**src/sv/uu_body_decoder_defines.svh**
```systemverilog
// Assertion macros shared by the uu body decoder RTL.
// No dependencies; include by bare file name.
`ifndef UU_BODY_DECODER_DEFINES_SVH
`define UU_BODY_DECODER_DEFINES_SVH

// expr holds at every clock edge out of reset
`define UUB_ASSERT_ALWAYS(label, clk, rst_n, expr, msg) \
    label: assert property (@(posedge clk) disable iff (!rst_n) (expr)) else $error(msg);

// cond at an edge implies expr at the same edge
`define UUB_ASSERT_IMPLY(label, clk, rst_n, cond, expr, msg) \
    label: assert property (@(posedge clk) disable iff (!rst_n) (cond) |-> (expr)) \
        else $error(msg);

// cond at an edge implies expr at the next edge
`define UUB_ASSERT_NEXT(label, clk, rst_n, cond, expr, msg) \
    label: assert property (@(posedge clk) disable iff (!rst_n) (cond) |=> (expr)) \
        else $error(msg);

`endif

```
**src/sv/uub_pkg.sv**
```systemverilog
// Types and constants for the uu body decoder.
// No dependencies; used by uub_core, uub_queue and uu_body_decoder.
package uub_pkg;

    typedef enum logic [2:0] {
        PH_COUNT = 3'd0,
        PH_GROUP = 3'd1,
        PH_SKIP  = 3'd2,
        PH_ENDED = 3'd3,
        PH_ERROR = 3'd4
    } phase_t;

    typedef enum logic [1:0] {
        ST_DATA  = 2'd0,
        ST_END   = 2'd1,
        ST_RANGE = 2'd2
    } status_t;

    localparam logic [7:0] CHAR_NEWLINE = 8'd10;
    localparam logic [7:0] CHAR_LOW     = 8'd32;
    localparam logic [7:0] CHAR_HIGH    = 8'd96;
    localparam int MAX_RESULTS = 3;

    localparam int Q_DEPTH = 8;
    localparam int Q_PTR_W = $clog2(Q_DEPTH);
    localparam int Q_CNT_W = $clog2(Q_DEPTH + 1);
    localparam int Q_ROOM  = Q_DEPTH - MAX_RESULTS;

    typedef struct packed {
        logic       last;
        status_t    status;
        logic [7:0] data;
    } result_t;

    typedef struct packed {
        logic [1:0]        n;
        result_t [2:0]     r;
    } push_t;

    typedef struct packed {
        logic [Q_CNT_W-1:0] count;
        logic               room;
    } queue_status_t;

endpackage

```
**src/sv/uub_core.sv**
```systemverilog
// Decode step and line/group state of the uu body decoder.
// Depends on uub_pkg; produces up to three results per request.
module uub_core (
    input  logic           aclk,
    input  logic           aresetn,
    input  logic           en,
    input  logic [7:0]     in_char,
    output uub_pkg::push_t push
);

    uub_pkg::phase_t phase_reg, phase_next;
    logic [5:0] remaining_reg, remaining_next;
    logic [1:0] pos_reg, pos_next;
    logic [5:0] held_reg [3];
    logic [5:0] held_next [3];

    logic [5:0] sextet;
    logic       in_range;

    // (c - 32) mod 64 is a flip of bit 5
    assign sextet   = in_char[5:0] ^ 6'b100000;
    assign in_range = (in_char >= uub_pkg::CHAR_LOW) && (in_char <= uub_pkg::CHAR_HIGH);

    function automatic uub_pkg::result_t mk(logic [7:0] d, uub_pkg::status_t st, logic l);
        uub_pkg::result_t r;
        r.data   = d;
        r.status = st;
        r.last   = l;
        return r;
    endfunction

    // next state
    always_comb begin
        phase_next     = phase_reg;
        remaining_next = remaining_reg;
        pos_next       = pos_reg;
        held_next      = held_reg;
        if (en) begin
            unique case (phase_reg)
                uub_pkg::PH_COUNT: begin
                    remaining_next = sextet;
                    pos_next       = 2'd0;
                    if (sextet == 6'd0) begin
                        phase_next = uub_pkg::PH_ENDED;
                    end else begin
                        phase_next = uub_pkg::PH_GROUP;
                    end
                end
                uub_pkg::PH_SKIP: begin
                    if (in_char == uub_pkg::CHAR_NEWLINE) begin
                        phase_next = uub_pkg::PH_COUNT;
                    end
                end
                uub_pkg::PH_ENDED: begin
                end
                uub_pkg::PH_GROUP: begin
                    if (!in_range) begin
                        phase_next = uub_pkg::PH_ERROR;
                    end else if (remaining_reg >= 6'd3) begin
                        if (pos_reg != 2'd3) begin
                            held_next[pos_reg] = sextet;
                            pos_next           = pos_reg + 2'd1;
                        end else begin
                            remaining_next = remaining_reg - 6'd3;
                            pos_next       = 2'd0;
                            if (remaining_reg == 6'd3) begin
                                phase_next = uub_pkg::PH_SKIP;
                            end
                        end
                    end else begin
                        // short final group
                        case (pos_reg)
                            2'd0: begin
                                held_next[0] = sextet;
                                pos_next     = 2'd1;
                            end
                            2'd1: begin
                                if (remaining_reg <= 6'd1) begin
                                    remaining_next = 6'd0;
                                    pos_next       = 2'd0;
                                    phase_next     = uub_pkg::PH_SKIP;
                                end else begin
                                    held_next[1] = sextet;
                                    pos_next     = 2'd2;
                                end
                            end
                            default: begin
                                remaining_next = 6'd0;
                                pos_next       = 2'd0;
                                phase_next     = uub_pkg::PH_SKIP;
                            end
                        endcase
                    end
                end
                default: begin
                end
            endcase
        end
    end

    // results
    always_comb begin
        push.n    = 2'd0;
        push.r[0] = mk(8'd0, uub_pkg::ST_DATA, 1'b1);
        push.r[1] = mk(8'd0, uub_pkg::ST_DATA, 1'b0);
        push.r[2] = mk(8'd0, uub_pkg::ST_DATA, 1'b1);
        if (en) begin
            unique case (phase_reg)
                uub_pkg::PH_COUNT: begin
                    if (sextet == 6'd0) begin
                        push.n    = 2'd1;
                        push.r[0] = mk(8'd0, uub_pkg::ST_END, 1'b1);
                    end
                end
                uub_pkg::PH_SKIP: begin
                end
                uub_pkg::PH_ENDED: begin
                end
                uub_pkg::PH_GROUP: begin
                    if (!in_range) begin
                        push.n    = 2'd1;
                        push.r[0] = mk(8'd0, uub_pkg::ST_RANGE, 1'b1);
                    end else if (remaining_reg >= 6'd3) begin
                        if (pos_reg == 2'd3) begin
                            push.n    = 2'd3;
                            push.r[0] = mk({held_reg[0], held_reg[1][5:4]},
                                           uub_pkg::ST_DATA, 1'b0);
                            push.r[1] = mk({held_reg[1][3:0], held_reg[2][5:2]},
                                           uub_pkg::ST_DATA, 1'b0);
                            push.r[2] = mk({held_reg[2][1:0], sextet},
                                           uub_pkg::ST_DATA, 1'b1);
                        end
                    end else begin
                        case (pos_reg)
                            2'd0: begin
                            end
                            2'd1: begin
                                push.n    = 2'd1;
                                push.r[0] = mk({held_reg[0], sextet[5:4]},
                                               uub_pkg::ST_DATA, 1'b1);
                            end
                            default: begin
                                push.n    = 2'd1;
                                push.r[0] = mk({held_reg[1][3:0], sextet[5:2]},
                                               uub_pkg::ST_DATA, 1'b1);
                            end
                        endcase
                    end
                end
                default: begin
                    push.n    = 2'd1;
                    push.r[0] = mk(8'd0, uub_pkg::ST_RANGE, 1'b1);
                end
            endcase
        end
    end

    always_ff @(posedge aclk) begin
        if (!aresetn) begin
            phase_reg     <= uub_pkg::PH_COUNT;
            remaining_reg <= 6'd0;
            pos_reg       <= 2'd0;
            held_reg[0]   <= 6'd0;
            held_reg[1]   <= 6'd0;
            held_reg[2]   <= 6'd0;
        end else begin
            phase_reg     <= phase_next;
            remaining_reg <= remaining_next;
            pos_reg       <= pos_next;
            held_reg      <= held_next;
        end
    end

endmodule

```
**src/sv/uub_queue.sv**
```systemverilog
// Result queue of the uu body decoder: up to three writes, one read a cycle while out_ready is high.
// Depends on uub_pkg.
module uub_queue (
    input  logic                   aclk,
    input  logic                   aresetn,
    input  uub_pkg::push_t         push,
    output logic                   out_valid,
    input  logic                   out_ready,
    output uub_pkg::result_t       out_item,
    output uub_pkg::queue_status_t qstat
);

    uub_pkg::result_t mem [uub_pkg::Q_DEPTH];

    logic [uub_pkg::Q_PTR_W-1:0] wr_ptr_reg, wr_ptr_next;
    logic [uub_pkg::Q_PTR_W-1:0] rd_ptr_reg, rd_ptr_next;
    logic [uub_pkg::Q_CNT_W-1:0] count_reg, count_next;
    logic                        pop;

    assign out_valid = (count_reg != '0);
    assign out_item  = mem[rd_ptr_reg];
    assign pop       = out_valid && out_ready;

    assign qstat.count = count_reg;
    assign qstat.room  = (count_reg <= uub_pkg::Q_CNT_W'(uub_pkg::Q_ROOM));

    always_comb begin
        wr_ptr_next = wr_ptr_reg + uub_pkg::Q_PTR_W'(push.n);
        rd_ptr_next = rd_ptr_reg + uub_pkg::Q_PTR_W'(pop);
        count_next  = count_reg + uub_pkg::Q_CNT_W'(push.n) - uub_pkg::Q_CNT_W'(pop);
    end

    always_ff @(posedge aclk) begin
        if (push.n != 2'd0) begin
            mem[wr_ptr_reg] <= push.r[0];
        end
        if (push.n >= 2'd2) begin
            mem[wr_ptr_reg + uub_pkg::Q_PTR_W'(1)] <= push.r[1];
        end
        if (push.n == 2'd3) begin
            mem[wr_ptr_reg + uub_pkg::Q_PTR_W'(2)] <= push.r[2];
        end
    end

    always_ff @(posedge aclk) begin
        if (!aresetn) begin
            wr_ptr_reg <= '0;
            rd_ptr_reg <= '0;
            count_reg  <= '0;
        end else begin
            wr_ptr_reg <= wr_ptr_next;
            rd_ptr_reg <= rd_ptr_next;
            count_reg  <= count_next;
        end
    end

endmodule

```
**src/sv/uu_body_decoder.sv**
```systemverilog
// Top level of the uu body decoder: input register, decode step, result queue.
// Depends on uub_pkg, uub_core, uub_queue and uu_body_decoder_defines.svh.
//
// Takes one body character per cycle on the slave stream while the decode step
// is not waiting, and gives decoded bytes on the master stream, one request
// per result. Each character is held in an input register and decoded from
// there once the queue has room; a full group of four characters writes its
// three bytes at once into an eight-entry result queue that drains one result
// per cycle while m_tready is high. The decode step waits while fewer than
// three queue entries are free; with the output always ready the block
// sustains one character per cycle. m_tuser carries the status: data, end of
// body, or character out of range (sticky until reset); m_tlast marks the
// final result caused by a character.
`include "uu_body_decoder_defines.svh"

module uu_body_decoder (
    input  logic       aclk,
    input  logic       aresetn,
    input  logic       s_tvalid,
    output logic       s_tready,
    input  logic [7:0] s_tdata,   // [7:0] in_char
    output logic       m_tvalid,
    input  logic       m_tready,
    output logic [7:0] m_tdata,   // [7:0] out_byte
    output logic [1:0] m_tuser,   // [1:0] status
    output logic       m_tlast    // last_of_run
);

    logic       in_valid_reg;
    logic [7:0] in_char_reg;
    logic       process;

    uub_pkg::push_t         push;
    uub_pkg::result_t       out_item;
    uub_pkg::queue_status_t qstat;

    assign process  = in_valid_reg && qstat.room;
    assign s_tready = !in_valid_reg || process;

    always_ff @(posedge aclk) begin
        if (!aresetn) begin
            in_valid_reg <= 1'b0;
        end else if (s_tready) begin
            in_valid_reg <= s_tvalid;
        end
    end

    always_ff @(posedge aclk) begin
        if (s_tvalid && s_tready) begin
            in_char_reg <= s_tdata;
        end
    end

    uub_core u_core (
        .aclk    (aclk),
        .aresetn (aresetn),
        .en      (process),
        .in_char (in_char_reg),
        .push    (push)
    );

    uub_queue u_queue (
        .aclk      (aclk),
        .aresetn   (aresetn),
        .push      (push),
        .out_valid (m_tvalid),
        .out_ready (m_tready),
        .out_item  (out_item),
        .qstat     (qstat)
    );

    assign m_tdata = out_item.data;
    assign m_tuser = out_item.status;
    assign m_tlast = out_item.last;

    `UUB_ASSERT_ALWAYS(a_queue_bound, aclk, aresetn, qstat.count <= 4'(uub_pkg::Q_DEPTH), "result queue overflow")
    `UUB_ASSERT_NEXT(a_in_capture, aclk, aresetn, s_tvalid && s_tready, in_valid_reg, "accepted request not held in input register")
    `UUB_ASSERT_IMPLY(a_status_last, aclk, aresetn, m_tvalid && (m_tuser != uub_pkg::ST_DATA), m_tlast && (m_tdata == 8'd0), "status result not marked last")
    `UUB_ASSERT_IMPLY(a_status_code, aclk, aresetn, m_tvalid, m_tuser != 2'd3, "unused status code on output")

endmodule
```
**config.mk**
```make
export PLATFORM = sky130hd
export DESIGN_NAME = uu_body_decoder
export DESIGN_NICKNAME = d
export VERILOG_FILES = /design/src/sv/uub_pkg.sv /design/src/sv/uub_core.sv /design/src/sv/uub_queue.sv /design/src/sv/uu_body_decoder.sv
export VERILOG_INCLUDE_DIRS = /design/src /design/src/sv
export SDC_FILE = /design/constraint.sdc
export NUM_CORES = 1
export LEC_CHECK = 0
export BUFFER_PORTS_ARGS = -buffer_cell sky130_fd_sc_hd__buf_2
export CAP_MARGIN = 20
export CORE_MARGIN = 2
export CORE_UTILIZATION = 56
export DETAILED_ROUTE_END_ITERATION = 12
export GPL_TIMING_DRIVEN = 1
export PLACE_DENSITY = 0.73
export SLEW_MARGIN = 20
export SYNTH_ARGS = -nofsm -noshare
export SYNTH_HDL_FRONTEND = slang
export SYNTH_SLANG_ARGS = --single-unit
```
**constraint.sdc**
```tcl
create_clock -name aclk -period 3.9 [get_ports aclk]
set_input_delay 0.195 -clock aclk [delete_from_list [all_inputs] [get_ports aclk]]
set_output_delay 0.195 -clock aclk [all_outputs]
set_load 0.02 [all_outputs]
```
==> results of run 1 <==
## cell families after synthesis
logic type               Yosys count
buffers and inverters             82
adder cells (fa/ha/maj)           20
AO/OA/AOI/OAI                    279
multiplexers                      48
AND/OR/NAND/NOR                  253
flip-flops                       136
XOR/XNOR                           8
## where the power goes
group	internal, mW	switching, mW	total [mW]
Combinational	0.420	0.557	0.978
Clock	1.06	0.604	1.66
Sequential	1.57	0.106	1.67
Total	3.05	1.27	4.31
## layout make-up
type	count	area, um^2	share of cell area (%)
multi-input combinational	608	4100	45.9
sequential	136	3440	38.5
clock buffer	21	472	5.27
timing repair buffer	68	470	5.26
tap	180	225	2.52
clock inverter	11	144	1.61
inverter	24	90.1	1.01
## metal layers
layer	routed length [um]	global-route usage (%)	up-vias
li1	-	-	3118
met1	9810	45.5	3298
met2	11700	54.9	473
met3	2400	7.11	86
met4	1050	17.3	0
met5	0	0	-
## worst register-to-register path, delay by kind of cell, from the launching register on
kind / cells / cell delay [ps]
adder cells (fa/ha/maj): 2 / 790
AND/OR/NAND/NOR: 3 / 1010
buffers and inverters: 1 / 60
XOR/XNOR: 1 / 130
flip-flops: 1 / 580
AO/OA/AOI/OAI: 3 / 650
## metrics by stage
| stage | instance area, um^2 | instances | setup slack (ps) | total power [mW] |
|---|---|---|---|---|
| 4_1_cts | 8950 | 1048 | 546 | 4.31 |
| 6_report | 8950 | 1048 | 544 | 4.31 |
| 3_5_place_dp | 8250 | 1008 | 538 | 2.67 |
| 2_1_floorplan | 7880 | 826 | 746 | 2.39 |
| 3_3_place_gp | 8250 | 1008 | 610 | 2.62 |
| 5_1_grt | 8950 | 1048 | 298 | 4.49 |
## final timing paths
| path | from | end | slack (ps) |
|---|---|---|---|
| setup / recovery | in_char_reg[3]$_DFFE_PP_ | u_queue.count_reg[3]$_SDFF_PN0_ | 540 |
| hold / removal | s_tvalid | in_valid_reg$_SDFFE_PN0N_ | 20 |
| hold reg to reg | u_core.held_reg[16]$_SDFFE_PN0P_ | u_core.held_reg[16]$_SDFFE_PN0P_ | 450 |
| setup reg to reg | in_char_reg[3]$_DFFE_PP_ | u_queue.count_reg[3]$_SDFF_PN0_ | 540 |
## placed cells by master, fill, tap and decap left out, types with 22 or more instances in the layout
cell	count
edfxtp_1	72
a21oi_1	138
nand3_1	24
nor2_1	97
o22a_1	36
mux4_2	22
nand2_1	60
o21ai_0	37
buf_2	24
dfxtp_1	63
buf_4	36
==> impl_metrics.yaml, run 1 <==
logic_synthesis:
  yosysTopAreaCellShare_pct: 27.4
  synthTopCellsByCount: "a21oi_1 (138), nor2_1 (97), edfxtp_1 (72)"
  synth_edf_count: 72
  syn_area_per_cell_um2: 9.54
  synth_mux_area_share_pct: 9.78
  yosysMostFrequentCell: "a21oi_1"
  synth-adder-area-share_pct: 3.37
  synth_xor_area_share_pct: 0.889
  synth-main-ff-cell: "edfxtp_1"
  synth_cell_types: 70
  async_flop_share_pct: 0
  syn_area_um2: 7880
  yosys.area_share.simple_pct: 16.0
  synth-compound-area-share_pct: 21.9
  synth_fp_nets: 858
  synth_top_cells_by_area: "edfxtp_1 (27%), dfxtp_1 (16%), a21oi_1 (8.8%), mux4_2 (6.3%), nor2_1 (4.6%)"
  ys_seq_area_share_pct: 43.7
  yosysWarnings: 0
  synth_top_family_by_area: "compound AO/OA/AOI/OAI gates"
  synth_top_cell_by_area: "edfxtp_1"
  ys_ff_latch: 136
  synth_cells: 826
critical_path:
  critPathTopFamily: "simple AND/OR/NAND/NOR gates"
  slowest_delay_ps: 580
  path_max_fanout: 19
  crit_arrival_ps: 3640
  crit_cells: 10
  reg2reg_depth: 10
  critical_path_required_ps: 4190
  crit_chain: "or3b_2 > o22ai_4 > nand4_4 > ha_1 > inv_1 > ha_1 > a21o_1 > a21oi_1 > xnor2_1 > nor2_1"
  crit_type: "reg -> reg"
  crit_top_cell: "ha_1"
  cp-start-kind: "flop"
  crit_buf_inv: 1
  crit_slowest_cell: "edfxtp_1"
  cp-end-kind: "flop"
detailed_routing:
  ant_nets: 0
  post_drt_wl_per_cell_um: 23.8
  drt_wl_total_mm: 24.9
  firstDrtPassIters: 6
  dr.first_iter.drc_count: 967
  routed_via_density: 6.66
  vias: 6975
  route.detailed.drc: 0
timing:
  period_minus_slack_ps: 3360
  finalMaxSlewViolations: 0
  tightest_slew_ps: 1030
  fmax_mhz: 298
  holdWs_ps: 24.1
  slew_headroom_pct: 31.0
  rsz0062_at_grt: "no"
  hold_viol_final: 0
  min_period_over_period_pct: 86.0
  skew_ps: 8.54
  finalSetupTns_ps: 0
  setup_violations: 0
placed_design:
  hpwl_mm: 17.3
  gp_congestion: 0.998
  port-buffer-count: 24
die:
  die_h_um: 123
  ios: 25
  rows: 43
  coreArea_um2: 13800
  die_area_um2: 15000
  start_util_pct: 57.0
  fp.dieW_um: 123
global_route:
  grt_pass1_vias: 6744
  track_usage_pct: 34.7
  grt_pass1_wl_mm: 38.8
  grt-ovfl-total: 0
  grt_max_degree: 57
  antenna_found_initial: 0
final_layout:
  antenna_cells: 0
  drive_above_1_share_pct: 18.8
  fin_util_pct: 64.7
  n_fill_cell: 1094
  fin_nets: 887
  syn2layout_area_growth_pct: 13.5
  largest_register_ff_count: 88
clock_tree:
  htree_levels: 4
  cts_tree: "done"
  clock_path_buffers: 2
  cts_root_buf: "clkbuf_16"
  cts_sinks: 136
  cts_made_buffers: 17
  cts_hold_buf: 8
  clk_pin_slew_ps: 60
  postCtsSetupBuffers: 0
  clock_latency_ps: 420
  cts_resized: 0
status:
  status: "finished, final reports clean"
power:
  leakage_nw: 3.01
  power_density_nw_per_um2: 482
  ir_drop_mv: 0.272
worst_hold_path:
  hold_class: "in -> reg"
  whs_path_depth: 3
run:
  cap_violations: 0
Power figures use the tool's default switching activity.
==> run 2: changes to the inputs <==
clock period = 3.5 ns   (was 3.9 ns; I/O delays follow)
==> impl_metrics.yaml, run 2 (synthesis results as in run 1) <==
timing:
  skew_ps: 7.45
  rsz0062_at_grt: "no"
  period_minus_slack_ps: 3000
  setup_violations: 0
  slew_headroom_pct: 45.3
  fmax_mhz: 333
  min_period_over_period_pct: 85.8
  finalSetupTns_ps: 0
  hold_viol_final: 0
  finalMaxSlewViolations: 0
  tightest_slew_ps: 820
final_layout:
  largest_register_ff_count: 88
  layout_commonest_cell: "a21oi_1"
  layout_common_cells: "a21oi_1 (138), nor2_1 (97), edfxtp_1 (72)"
  antenna_cells: 0
  stdcell_area_um2: 9010
  fin_nets: 895
  drive_above_1_share_pct: 19.3
  syn2layout_area_growth_pct: 14.3
detailed_routing:
  route.detailed.drc: 0
  drt_wl_total_mm: 24.6
  vias: 6990
  firstDrtPassIters: 6
  post_drt_wl_per_cell_um: 23.3
  dr.first_iter.drc_count: 1131
  ant_nets: 0
  routed_via_density: 6.62
critical_path:
  cp-start-kind: "flop"
  r2r-end: "u_queue.count_reg[3]$_SDFF_PN0_"
  slowest_delay_ps: 450
  crit_type: "reg -> reg"
  critical_path_required_ps: 3790
  crit_slowest_cell: "ha_1"
  crit_arrival_ps: 3290
  worst-r2r-setup-slack_ps: 500
  reg2reg_depth: 11
  r2r-start: "u_core.remaining_reg[0]$_SDFFE_PN0P_"
  crit_top_cell: "ha_1"
  cp-end-kind: "flop"
  crit_chain: "ha_1 > inv_1 > a21boi_1 > nand4_4 > ha_1 > inv_1 > ha_1 > a21o_1 > a21oi_1 > xnor2_1 > nor2_1"
  path_max_fanout: 10
status:
  status: "finished, final reports clean"
global_route:
  antenna_found_initial: 0
  grt_max_degree: 49
  track_usage_pct: 34.1
  grt_pass1_wl_mm: 38.0
  grt-ovfl-total: 0
  grt_pass1_vias: 6809
clock_tree:
  clock_path_buffers: 2
  cts_tree: "done"
  htree_levels: 4
  cts_made_buffers: 17
  cts_root_buf: "clkbuf_16"
  cts_hold_buf: 9
  cts_sinks: 136
  postCtsSetupBuffers: 0
  clock_latency_ps: 420
  clk_pin_slew_ps: 50
  cts_resized: 0
die:
  die_h_um: 123
  die_area_um2: 15000
  start_util_pct: 57.0
  fp.dieW_um: 123
  rows: 43
  ios: 25
  coreArea_um2: 13800
placed_design:
  gp_congestion: 0.971
  placed_cell_area_um2: 8300
  hpwl_mm: 16.7
  port-buffer-count: 24
power:
  sw_frac_of_total_pct: 28.9
  p_comb_share_pct: 23.7
  ir_drop_mv: 0.443
  leakage_nw: 3.06
  power.internal_mw: 3.36
  pwr-share-seq_pct: 38.1
  p_sw_mw: 1.37
  p_clk_share_pct: 38.2
  fin_total_pwr_mw: 4.73
  power_density_nw_per_um2: 525
worst_hold_path:
  hp-start: "aresetn"
  hold_class: "in -> reg"
  min_to: "u_core.remaining_reg[5]$_SDFFE_PN0P_"
  whs_path_depth: 2
run:
  cap_violations: 0
[run 2: cell count changes in the layout (fill, tap and decap cells not counted), moves of 2 or more]
| cell | previous run | this run |
|---|---|---|
| clkinv_2 | 2 | 4 |
| clkinv_4 | 3 | 0 |
| clkbuf_16 | 18 | 20 |
| bufinv_16 | 3 | 1 |
| buf_4 | 36 | 42 |
| clkbuf_4 | 0 | 2 |
[run 2: routing by layer]
metal  vias up  routed length, um  global-route usage, %
li1       3133                  -                      -
met1      3308               9290                   43.2
met2       441              11600                   55.1
met3       108               2420                   6.04
met4         0               1300                   19.7
met5         -                  0                      0
[run 2: metrics by stage]
step,worst slack [ps],utilization (%),hold WS [ps],instances
6_report,497,65.1,75.2,1056
5_1_grt,280,65.1,91.9,1056
4_1_cts,481,65.1,72.0,1055
3_5_place_dp,486,60.0,354,1014
3_3_place_gp,546,60.0,354,1014
2_1_floorplan,346,-,274,826
[run 2: worst max-delay path, delay by kind of cell, from the launching register on]
| kind | cells | cell delay [ps] |
|---|---|---|
| fa+ha+maj | 3 | 1150 |
| compound gates | 3 | 620 |
| flops | 1 | 410 |
| simple gates | 2 | 370 |
| buf+inv | 2 | 180 |
| xor+xnor | 1 | 140 |
[run 2: how the worst max path moves through the flow]
| stage | startpoint | end |
|---|---|---|
| 2_1_floorplan | in_char_reg[0]$_DFFE_PP_ | u_queue.count_reg[3]$_SDFF_PN0_ |
| 3_3_place_gp | in_char_reg[0]$_DFFE_PP_ | u_queue.count_reg[3]$_SDFF_PN0_ |
| 3_5_place_dp | in_char_reg[0]$_DFFE_PP_ | u_queue.count_reg[3]$_SDFF_PN0_ |
| 4_1_cts | in_char_reg[0]$_DFFE_PP_ | u_queue.count_reg[3]$_SDFF_PN0_ |
| 5_1_grt | u_core.remaining_reg[0]$_SDFFE_PN0P_ | u_queue.count_reg[3]$_SDFF_PN0_ |
| 6_report | u_core.remaining_reg[0]$_SDFFE_PN0P_ | u_queue.count_reg[3]$_SDFF_PN0_ |
[run 2: cell type report]
cell class	instances	area, um^2
timing repair buffer	76	537
multi-input combinational	608	4100
clock inverter	6	57.6
clock buffer	26	551
fill	1115	4820
inverter	24	90.1
tap	180	225
sequential	136	3440
[run 2: power by group through the flow]
stage,logic [mW],registers [mW],clock network (mW)
6_report,1.12,1.80,1.81
5_1_grt,1.23,1.81,1.88
4_1_cts,1.12,1.80,1.82
3_5_place_dp,1.11,1.83,0
3_3_place_gp,1.08,1.83,0
2_1_floorplan,0.839,1.82,0
